===== config.mk =====
export PLATFORM = sky130hd
export DESIGN_NAME = color_range_pixel_counter
export DESIGN_NICKNAME = d
export VERILOG_FILES = /design/src/rtl/crpc_pkg.sv /design/src/rtl/color_range_pixel_counter.sv
export SDC_FILE = /design/constraint.sdc
export NUM_CORES = 2
export LEC_CHECK = 0
export BUFFER_PORTS_ARGS = -buffer_cell sky130_fd_sc_hd__buf_2
export CORE_MARGIN = 3
export CORE_UTILIZATION = 40
export CTS_CLUSTER_SIZE = 28
export DETAILED_ROUTE_END_ITERATION = 10
export GPL_TIMING_DRIVEN = 0
export HOLD_SLACK_MARGIN = 0.06
export PLACE_DENSITY_LB_ADDON = 0.08
export SLEW_MARGIN = 20
export SYNTH_ARGS = -nofsm -noshare
export SYNTH_HDL_FRONTEND = slang
export SYNTH_SLANG_ARGS = --single-unit

===== constraint.sdc =====
create_clock -name clk -period 10.9 [get_ports clk]
set_input_delay 0.545 -clock clk [delete_from_list [all_inputs] [get_ports clk]]
set_output_delay 0.545 -clock clk [all_outputs]
set_load 0.02 [all_outputs]

===== src/rtl/crpc_pkg.sv =====
// shared types and constants for the color range pixel counter
package crpc_pkg;

  // channel and field widths
  localparam int CHAN_W     = 8;
  localparam int COLOUR_W   = 24;
  localparam int FIELD_W    = 24;
  localparam int RIDX_W     = 3;
  localparam int EXT_W      = 32;

  // defaults for the top level parameters
  localparam int DEF_MAX_RANGES = 6;
  localparam int DEF_COUNT_BITS = 24;

  // reference colour registers
  localparam int NUM_COLOURS  = 6;
  localparam int COLOUR_IDX_W = 3;

  // configuration port
  localparam int CFG_INDEX_W = 4;
  localparam int CFG_DATA_W  = 24;

  // register indexes
  localparam logic [CFG_INDEX_W-1:0] REG_VARIATION   = 4'd0;
  localparam logic [CFG_INDEX_W-1:0] REG_RANGE_COUNT = 4'd1;
  localparam logic [CFG_INDEX_W-1:0] REG_COLOUR0     = 4'd2;

  // register reset values
  localparam logic [CHAN_W-1:0] VARIATION_RST   = 8'd10;
  localparam logic [RIDX_W-1:0] RANGE_COUNT_RST = 3'd1;

  localparam logic [CHAN_W-1:0] CHAN_MAX = 8'hff;

  // one pixel
  typedef struct packed {
    logic [CHAN_W-1:0] red;
    logic [CHAN_W-1:0] green;
    logic [CHAN_W-1:0] blue;
    logic              frame_end;
  } pixel_t;

  // one per-range report
  typedef struct packed {
    logic [RIDX_W-1:0]  range_index;
    logic [FIELD_W-1:0] match_count;
    logic [FIELD_W-1:0] coloured_count;
    logic               last_report;
  } report_t;

  // inclusive window test on one channel, bounds clamped to 0..255
  function automatic logic chan_in(input logic [CHAN_W-1:0] px,
                                   input logic [CHAN_W-1:0] ref_val,
                                   input logic [CHAN_W-2:0] half);
    logic [CHAN_W-1:0] lo;
    logic [CHAN_W:0]   hi;
    lo = (ref_val > {1'b0, half}) ? ref_val - {1'b0, half} : '0;
    hi = {1'b0, ref_val} + {2'b00, half};
    return (px >= lo) && ({1'b0, px} <= hi);
  endfunction

endpackage


===== src/rtl/color_range_pixel_counter.sv =====
// top level of the color range pixel counter
//
// Usage:
//  - pixel channel (pixel_valid/pixel_ready/pixel) takes one RGB pixel per
//    cycle while ready; frame_end marks the last pixel of a frame.
//  - report channel (report_valid/report_ready/report) returns one report per
//    active range after each frame end, range 0 first, last_report on the last.
//  - cfg channel writes variation, range_count and the six reference colours;
//    it is always ready; write it only while the block is idle (not enforced).
// Reports: a frame-end pixel passes through the input register and then loads
//  the report buffer; reports leave one per cycle while report_ready is high.
// Throughput: one pixel per cycle. Counts are copied into a report buffer at
//  frame end so the next frame counts while reports drain; a second frame end
//  waits in the input register until the buffer has sent its last report.
// Reset: counters clear, variation resets to 10, range_count to 1, colours
//  to 0, the input register and report buffer empty.
// Stall: while report_ready is low the current report holds; pixels keep
//  being counted until a new frame end needs the buffer.
module color_range_pixel_counter
  import crpc_pkg::*;
#(
  parameter int MAX_RANGES = DEF_MAX_RANGES,
  parameter int COUNT_BITS = DEF_COUNT_BITS
) (
  input  logic                   clk,
  input  logic                   rst,
  input  logic                   pixel_valid,
  output logic                   pixel_ready,
  input  pixel_t                 pixel,
  output logic                   report_valid,
  input  logic                   report_ready,
  output report_t                report,
  input  logic                   cfg_valid,
  output logic                   cfg_ready,
  input  logic [CFG_INDEX_W-1:0] cfg_index,
  input  logic [CFG_DATA_W-1:0]  cfg_data
);

  localparam logic [COUNT_BITS-1:0] CNT_MAX = {COUNT_BITS{1'b1}};
  localparam logic [RIDX_W-1:0]     MAX_R   = RIDX_W'(MAX_RANGES);

  // configuration registers
  logic [CHAN_W-1:0]   variation;
  logic [RIDX_W-1:0]   range_count;
  logic [COLOUR_W-1:0] colour [NUM_COLOURS];

  // input register
  logic   in_valid;
  pixel_t in_pix;

  // live counters
  logic [COUNT_BITS-1:0] match_cnt [MAX_RANGES];
  logic [COUNT_BITS-1:0] nonwhite;

  // report buffer
  logic                  buf_busy;
  logic [RIDX_W-1:0]     buf_idx;
  logic [RIDX_W-1:0]     buf_n;
  logic [COUNT_BITS-1:0] buf_match [MAX_RANGES];
  logic [COUNT_BITS-1:0] buf_nonwhite;

  // datapath signals
  logic                  white;
  logic [CHAN_W-1:0]     px_red;
  logic [CHAN_W-1:0]     px_blue;
  logic [CHAN_W-2:0]     half;
  logic [RIDX_W-1:0]     active;
  logic                  buf_pop;
  logic                  buf_done;
  logic                  adv;
  logic [COUNT_BITS-1:0] nonwhite_next;
  logic [COUNT_BITS-1:0] match_next [MAX_RANGES];
  logic [COUNT_BITS-1:0] sel_match;
  logic [EXT_W-1:0]      sel_ext;
  logic [EXT_W-1:0]      nw_ext;

  // configuration writes
  assign cfg_ready = 1'b1;

  always_ff @(posedge clk) begin
    if (rst) begin
      variation   <= VARIATION_RST;
      range_count <= RANGE_COUNT_RST;
      for (int i = 0; i < NUM_COLOURS; i++) begin
        colour[i] <= '0;
      end
    end else if (cfg_valid && cfg_ready) begin
      case (cfg_index)
        REG_VARIATION:   variation   <= cfg_data[CHAN_W-1:0];
        REG_RANGE_COUNT: range_count <= cfg_data[RIDX_W-1:0];
        default: begin
          if (cfg_index >= REG_COLOUR0 &&
              cfg_index < REG_COLOUR0 + CFG_INDEX_W'(NUM_COLOURS)) begin
            colour[COLOUR_IDX_W'(cfg_index - REG_COLOUR0)] <= cfg_data;
          end
        end
      endcase
    end
  end

  // report buffer drain and input register advance
  assign buf_pop  = buf_busy && report_ready;
  assign buf_done = buf_pop && (buf_idx + 1'b1 == buf_n);
  assign adv      = in_valid && (!in_pix.frame_end || !buf_busy || buf_done);
  assign pixel_ready = !in_valid || adv;

  // input register
  always_ff @(posedge clk) begin
    if (rst) begin
      in_valid <= 1'b0;
    end else if (pixel_ready) begin
      in_valid <= pixel_valid;
    end
  end

  always_ff @(posedge clk) begin
    if (pixel_ready && pixel_valid) begin
      in_pix <= pixel;
    end
  end

  // white replacement and active range count
  assign white   = (in_pix.red == CHAN_MAX) && (in_pix.green == CHAN_MAX) &&
                   (in_pix.blue == CHAN_MAX);
  assign px_red  = white ? '0 : in_pix.red;
  assign px_blue = white ? '0 : in_pix.blue;
  assign half    = variation[CHAN_W-1:1];
  assign active  = (range_count > MAX_R) ? MAX_R : range_count;

  // next counter values with saturation
  always_comb begin
    nonwhite_next = nonwhite;
    if (!white && nonwhite != CNT_MAX) begin
      nonwhite_next = nonwhite + 1'b1;
    end
    for (int k = 0; k < MAX_RANGES; k++) begin
      match_next[k] = match_cnt[k];
      if ((RIDX_W'(k) < active) && match_cnt[k] != CNT_MAX &&
          chan_in(px_red, colour[k][23:16], half) &&
          chan_in(in_pix.green, colour[k][15:8], half) &&
          chan_in(px_blue, colour[k][7:0], half)) begin
        match_next[k] = match_cnt[k] + 1'b1;
      end
    end
  end

  // live counters, cleared on frame end
  always_ff @(posedge clk) begin
    if (rst) begin
      nonwhite <= '0;
      for (int k = 0; k < MAX_RANGES; k++) begin
        match_cnt[k] <= '0;
      end
    end else if (adv) begin
      if (in_pix.frame_end) begin
        nonwhite <= '0;
        for (int k = 0; k < MAX_RANGES; k++) begin
          match_cnt[k] <= '0;
        end
      end else begin
        nonwhite <= nonwhite_next;
        for (int k = 0; k < MAX_RANGES; k++) begin
          match_cnt[k] <= match_next[k];
        end
      end
    end
  end

  // report buffer control
  always_ff @(posedge clk) begin
    if (rst) begin
      buf_busy <= 1'b0;
      buf_idx  <= '0;
      buf_n    <= '0;
    end else begin
      if (buf_pop) begin
        if (buf_done) begin
          buf_busy <= 1'b0;
        end else begin
          buf_idx <= buf_idx + 1'b1;
        end
      end
      if (adv && in_pix.frame_end && active != '0) begin
        buf_busy <= 1'b1;
        buf_idx  <= '0;
        buf_n    <= active;
      end
    end
  end

  // report buffer payload
  always_ff @(posedge clk) begin
    if (adv && in_pix.frame_end) begin
      buf_nonwhite <= nonwhite_next;
      for (int k = 0; k < MAX_RANGES; k++) begin
        buf_match[k] <= match_next[k];
      end
    end
  end

  // report output
  always_comb begin
    sel_match = '0;
    for (int k = 0; k < MAX_RANGES; k++) begin
      if (buf_idx == RIDX_W'(k)) begin
        sel_match = buf_match[k];
      end
    end
  end

  assign sel_ext = EXT_W'(sel_match);
  assign nw_ext  = EXT_W'(buf_nonwhite);

  assign report_valid          = buf_busy;
  assign report.range_index    = buf_idx;
  assign report.match_count    = sel_ext[FIELD_W-1:0];
  assign report.coloured_count = nw_ext[FIELD_W-1:0];
  assign report.last_report    = (buf_idx + 1'b1 == buf_n);

  // checks
  a_idx_bound: assert property (@(posedge clk) disable iff (rst)
    buf_busy |-> (buf_idx < buf_n && buf_n <= MAX_R))
    else $error("report index beyond active range count");

  a_buf_load: assert property (@(posedge clk) disable iff (rst)
    (adv && in_pix.frame_end && active != '0) |=> (buf_busy && buf_idx == '0))
    else $error("frame end did not load report buffer");

  a_clear: assert property (@(posedge clk) disable iff (rst)
    (adv && in_pix.frame_end) |=> (nonwhite == '0))
    else $error("coloured count not cleared after frame end");

  a_stall_cause: assert property (@(posedge clk) disable iff (rst)
    !pixel_ready |-> (in_valid && in_pix.frame_end && buf_busy))
    else $error("pixel input stalled without a pending frame end");

endmodule


### Word level (Yosys, flattened, before mapping)

Memories as Yosys holds them, arrays and structs flattened.
Index checks and enable logic that the tools add are counted.

| word-level totals | value |
|---|---|
| register bits | 92 |
| memory bits (writable) | 432 |
| input port bits | 58 |
| logic and storage cells | 294 |
| memories | 3 |

Memories:

| memory | words | width | read ports | clocked after Yosys merged registers in | wr ports | RTL line | text |
|---|---|---|---|---|---|---|---|
| buf_match | 6 | 24 | 6 | 0 | 6 | color_range_pixel_counter.sv:59 | `logic [COUNT_BITS-1:0] buf_match [MAX_RANGES];` |
| colour | 6 | 24 | 6 | 0 | 6 | color_range_pixel_counter.sv:45 | `logic [COLOUR_W-1:0] colour [NUM_COLOURS];` |
| match_cnt | 6 | 24 | 6 | 0 | 6 | color_range_pixel_counter.sv:52 | `logic [COUNT_BITS-1:0] match_cnt [MAX_RANGES];` |

| operators by class | value |
|---|---|
| add/subtract/negate cells | 45 |
| $lt $le $gt $ge | 63 |
| equality and inequality tests | 17 |
| mux-type cells | 70 |
| bitwise gates (word level) | 13 |
| reductions and logical operators | 71 |

Operators with widths:

| cell | number |
|---|---|
| $mux 24 | 27 |
| $add 24x1->24 const B | 7 |
| $ne 24x24->1 const B | 7 |
| $add 8x7->9 | 18 |
| $le 8x9->1 | 18 |
| $mux 8 | 20 |
| $ge 8x8->1 | 18 |
| $gt 8x7->1 | 18 |
| $sub 8x7->8 | 18 |
| $logic_and 1x1->1 | 52 |
| $eq 8x8->1 const B | 3 |
| $reduce_or 24->1 | 1 |
| $mux 1 | 21 |
| $or 1x1->1 | 12 |
| $reduce_and 2->1 | 4 |
| $eq 3x2->1 const B | 2 |
| $eq 3x3->1 const B | 2 |
| $lt 1x3->1 const A | 2 |
| $lt 2x3->1 const A | 2 |
| $lt 3x3->1 const A | 2 |
| $mux 3 | 2 |
| $eq 4x1->1 const B | 1 |
| $ge 4x2->1 const B | 1 |
| $logic_not 1->1 | 4 |
| 13 further kinds | 17 |

### Longest topological paths before layout

| depth | value |
|---|---|
| depth after elaboration | 11 |
| gate-level depth with buffers | 23 |
| depth with buffers taken out | 21 |

### Worst setup path after synthesis

No wires, ideal clock.

| timing path | value |
|---|---|
| path kind | register -> register |
| from | reg variation[2] |
| to | mem match_cnt[4][22] (netlist name), data pin |
| library setup time | 274 ps |
| arrival time | 6,579 ps |
| slack | 4,047 ps |
| stages on the path, launching flop included | 22 |
| buffers on the path | 2 |
| path through | dfxtp_1 > inv_1 > fa_1 > a21o_1 > a21oi_1 > o21bai_1 > a21oi_1 > nor2_1 > o22a_1 > or2_2 > clkbuf_1 > and2_1 > ha_1 > nor3b_1 > o21ai_0 > o211ai_1 > a221oi_1 > nand4_1 > nand4b_4 > buf_6 > nor4_1 > mux2i_1 |

RTL lines:

| element | RTL line | text |
|---|---|---|
| from (decl) | color_range_pixel_counter.sv:43 | `logic [CHAN_W-1:0] variation;` |
| from (signal assigned) | color_range_pixel_counter.sv:89 | `REG_VARIATION: variation <= cfg_data[CHAN_W-1:0];` |
| to (decl) | color_range_pixel_counter.sv:52 |  |

==> results.py <==
metrics = {
    "run_status": {
        "outcome": "complete, no violations",
    },
    "cts": {
        "clock-sinks": 523,
        "cts.clk_slew.worst_paths_ns": 0.06,
        "ctsHtreeMaxLevel": 3,
        "cts_resized": 0,
        "ctsLongestPathBuffers": 3,
        "cts_tree": "done",
        "clk_latency_ns": 0.64,
        "numCtsBuffers": 68,
        "root_buffer": "clkbuf_16",
    },
    "yosys": {
        "seq_area_frac_synth_pct": 36.7,
        "synth_area_mm2": 0.0416,
        "synth_edf_count": 481,
        "synth_top_area_share_pct": 34.7,
        "synth-seq-cells": 523,
        "synth_fp_nets": 4939,
        "synth_cell_types": 84,
        "syn_avg_cell_area_um2": 9.70,
        "yosys_warnings": 0,
        "yosysTopAreaCell": "edfxtp_1",
        "syn_inst": 4293,
        "synthTopCellsByArea": "edfxtp_1, ha_1, xnor2_1, nand2_1, a21oi_1",
        "ys_async_sr_fraction_pct": 0,
        "synthFlopType": "edfxtp_1",
    },
    "floorplanning": {
        "core_mm2": 0.103,
        "rows": 117,
        "die_w_um": 329,
        "die_h_um": 329,
        "start_util_pct": 40.6,
        "io_pins": 113,
        "die_area_mm2": 0.108,
    },
    "worst_hold_path": {
        "hp-class": "in -> reg",
    },
    "final_layout": {
        "final_area_mm2": 0.0471,
        "drive_gt1_share_pct": 7.41,
        "synthToLayoutAreaGrowth_pct": 13.0,
        "layout.nets": 5164,
        "fillCellCount": 9884,
    },
    "power": {
        "powerDensity_mw_per_mm2": 128,
        "ir_drop_v": 0.000109,
        "p_leak_nw": 19.2,
        "p_total_w": 0.00603,
    },
    "routing": {
        "vias_per_cell": 5.48,
        "first_pass_iters": 5,
        "postRouteAntennaNets": 0,
        "wl_per_cell_um": 22.6,
        "drtIter0Drc": 2335,
        "drc": 0,
        "vias": 32500,
        "finalWirelength_mm": 134,
    },
    "timing": {
        "fin_worst_skew_ns": 0.0285,
        "post-route-period-util_pct": 64.7,
        "max_freq_mhz": 142,
        "hold_violations": 0,
        "max-slew-margin-rel_pct": 18.4,
        "setup_viol": 0,
        "drv_slew": 0,
        "whs_ns": 0.111,
        "worstMarginPinSlew_ns": 1.22,
        "fin_crit_ns": 7.05,
        "grt_setup_unrepaired": "false",
    },
    "critical_path": {
        "required_ns": 11.25,
        "worstPathMaxFanout": 13,
        "start_kind": "flip-flop",
        "worst-setup-path-type": "reg -> reg",
        "arrival_ns": 7.40,
        "endpoint_kind": "flip-flop",
    },
    "global_route": {
        "grt.overflow.total": 0,
        "grt_pass1_wl_mm": 200,
        "grt_usage_pct": 24.6,
        "grt_pass1_vias": 32000,
        "antenna_found_initial": 6,
        "busiest_layer": "met2",
        "grt_use_met2_pct": 41.6,
        "met3_usage_pct": 3.12,
        "grt_max_degree": 105,
        "grtUsageMet1_pct": 32.8,
    },
    "flow_run": {
        "maxCapViolCount": 0,
    },
    "placed_design": {
        "numPortBuffers": 111,
        "gp_congestion": 0.882,
        "dpl-instance-area_mm2": 0.0445,
        "place_hpwl_mm": 99.5,
    },
}
[repair_timing]
| action | in CTS | in global routing |
|---|---|---|
| buffers inserted | 0 | 0 |
| hold buffers | 24 | 0 |
| endpoints found under the hold margin | 24 | 0 |
[cells in the mapped netlist (all sizes together), types with 115 or more instances]
master / number
ha: 552
edfxtp: 481
nand2: 427
a21oi: 257
inv: 250
xnor2: 239
nor2: 217
o21ai: 180
clkbuf: 163
and2: 147
or3: 135
mux2i: 115
[flip-flops by register name, indices dropped and copies added, names as in the netlist]
name	count
buf_match	144
colour	144
match_cnt	144
in_pix	25
buf_nonwhite	24
nonwhite	24
variation	7
buf_idx	3
buf_n	3
range_count	3
in_valid	1
report_valid	1
[layout make-up]
cell class | instances | area (um2) | share of cell area (%)
Antenna cell | 3 | 7.51 | 0.0160
Buffer | 186 | 733 | 1.56
Clock buffer | 77 | 1780 | 3.77
Clock inverter | 47 | 582 | 1.24
Inverter | 251 | 952 | 2.02
Multi-Input combinational cell | 3333 | 24700 | 52.5
Sequential cell | 523 | 15300 | 32.5
Tap cell | 1368 | 1710 | 3.64
Timing Repair Buffer | 155 | 1270 | 2.71
[final timing paths]
kind | from | to | slack [ns] | cells past startpoint
min | pixel[21] | in_pix[21] | 0.11 | 1
min reg2reg | nonwhite[13] | nonwhite[13] | 0.47 | 1
max | in_pix[10] | buf_match[4][22] | 3.85 | 16
max reg2reg | in_pix[10] | buf_match[4][22] | 3.85 | 16
[power by group]
part / internal [W] / switching (W) / leakage [nW]
Combinational: 0.000482 / 0.000740 / 13.0
Sequential: 0.00229 / 0.0000949 / 5.05
Clock: 0.00147 / 0.000957 / 1.15
[cells in the final DEF (no fill, tap or decap), drive strengths merged, types with 18 or more instances in the layout]
cell type | synthesis | final
ha | 552 | 552
edfxtp | 481 | 481
nand2 | 427 | 427
a21oi | 257 | 257
inv | 250 | 255
clkbuf | 163 | 240
xnor2 | 239 | 239
nor2 | 217 | 217
o21ai | 180 | 180
buf | 23 | 154
and2 | 147 | 147
or3 | 135 | 135
mux2i | 115 | 115
nand3 | 110 | 110
nand4 | 94 | 94
xor2 | 85 | 85
a21o | 84 | 84
o21bai | 70 | 70
nor3 | 49 | 49
o211ai | 43 | 43
nand2b | 42 | 42
dfxtp | 42 | 42
and3 | 40 | 40
nor2b | 39 | 39
o21a | 38 | 38
fa | 36 | 36
a22oi | 31 | 31
nor4 | 31 | 31
o31ai | 30 | 30
clkinv | 1 | 26
dlygate4sd3 | 0 | 24
and4 | 23 | 23
a31oi | 20 | 20
or2 | 19 | 19
a211oi | 18 | 18
[metrics by stage]
stage | utilization [%] | std cells | TNS, ns | worst slack, ns
after floorplan | - | 4293 | 0 | 4.05
after global placement | 42.8 | 5772 | -25.03 | -0.633
after detailed placement | 43.3 | 5792 | 0 | 3.89
after CTS | 45.9 | 5940 | 0 | 3.89
after global routing | 45.9 | 5941 | 0 | 3.60
final | 45.9 | 5943 | 0 | 3.85
[layer usage]
layer	vias to the layer above	routed length [um]
met1	15600	61500
met2	692	63600
met4	4	4220
met3	212	4870
met5	-	24
li1	16000	-
[critical path: stages (launching register included)]
cell	delay, ns
edfxtp_1	0.81
nand4_1	0.26
nor4_1	0.09
nand2_1	0.25
clkbuf_1	0.57
clkbuf_1	0.41
nand2_1	0.71
ha_1	0.59
nor3b_1	0.05
o21ai_0	0.18
o211ai_1	0.12
a221oi_1	0.49
nand4_1	0.72
nand4b_4	0.53
buf_6	0.26
nor4_1	0.47
xor2_1	0.20
[logic make-up (layout without fill, tap and decap cells)]
logic type	after synthesis	after routing	synth area share, %
simple gates	1424	1424	17.7
mux	123	123	2.98
fa+ha+maj	588	588	18.3
buf+inv	437	716	4.01
flops	523	523	36.7
other cells	1	4	0.00900
compound gates	873	873	13.4
xor+xnor	324	324	6.81
Note: power is estimated with default switching activity, not from simulation.
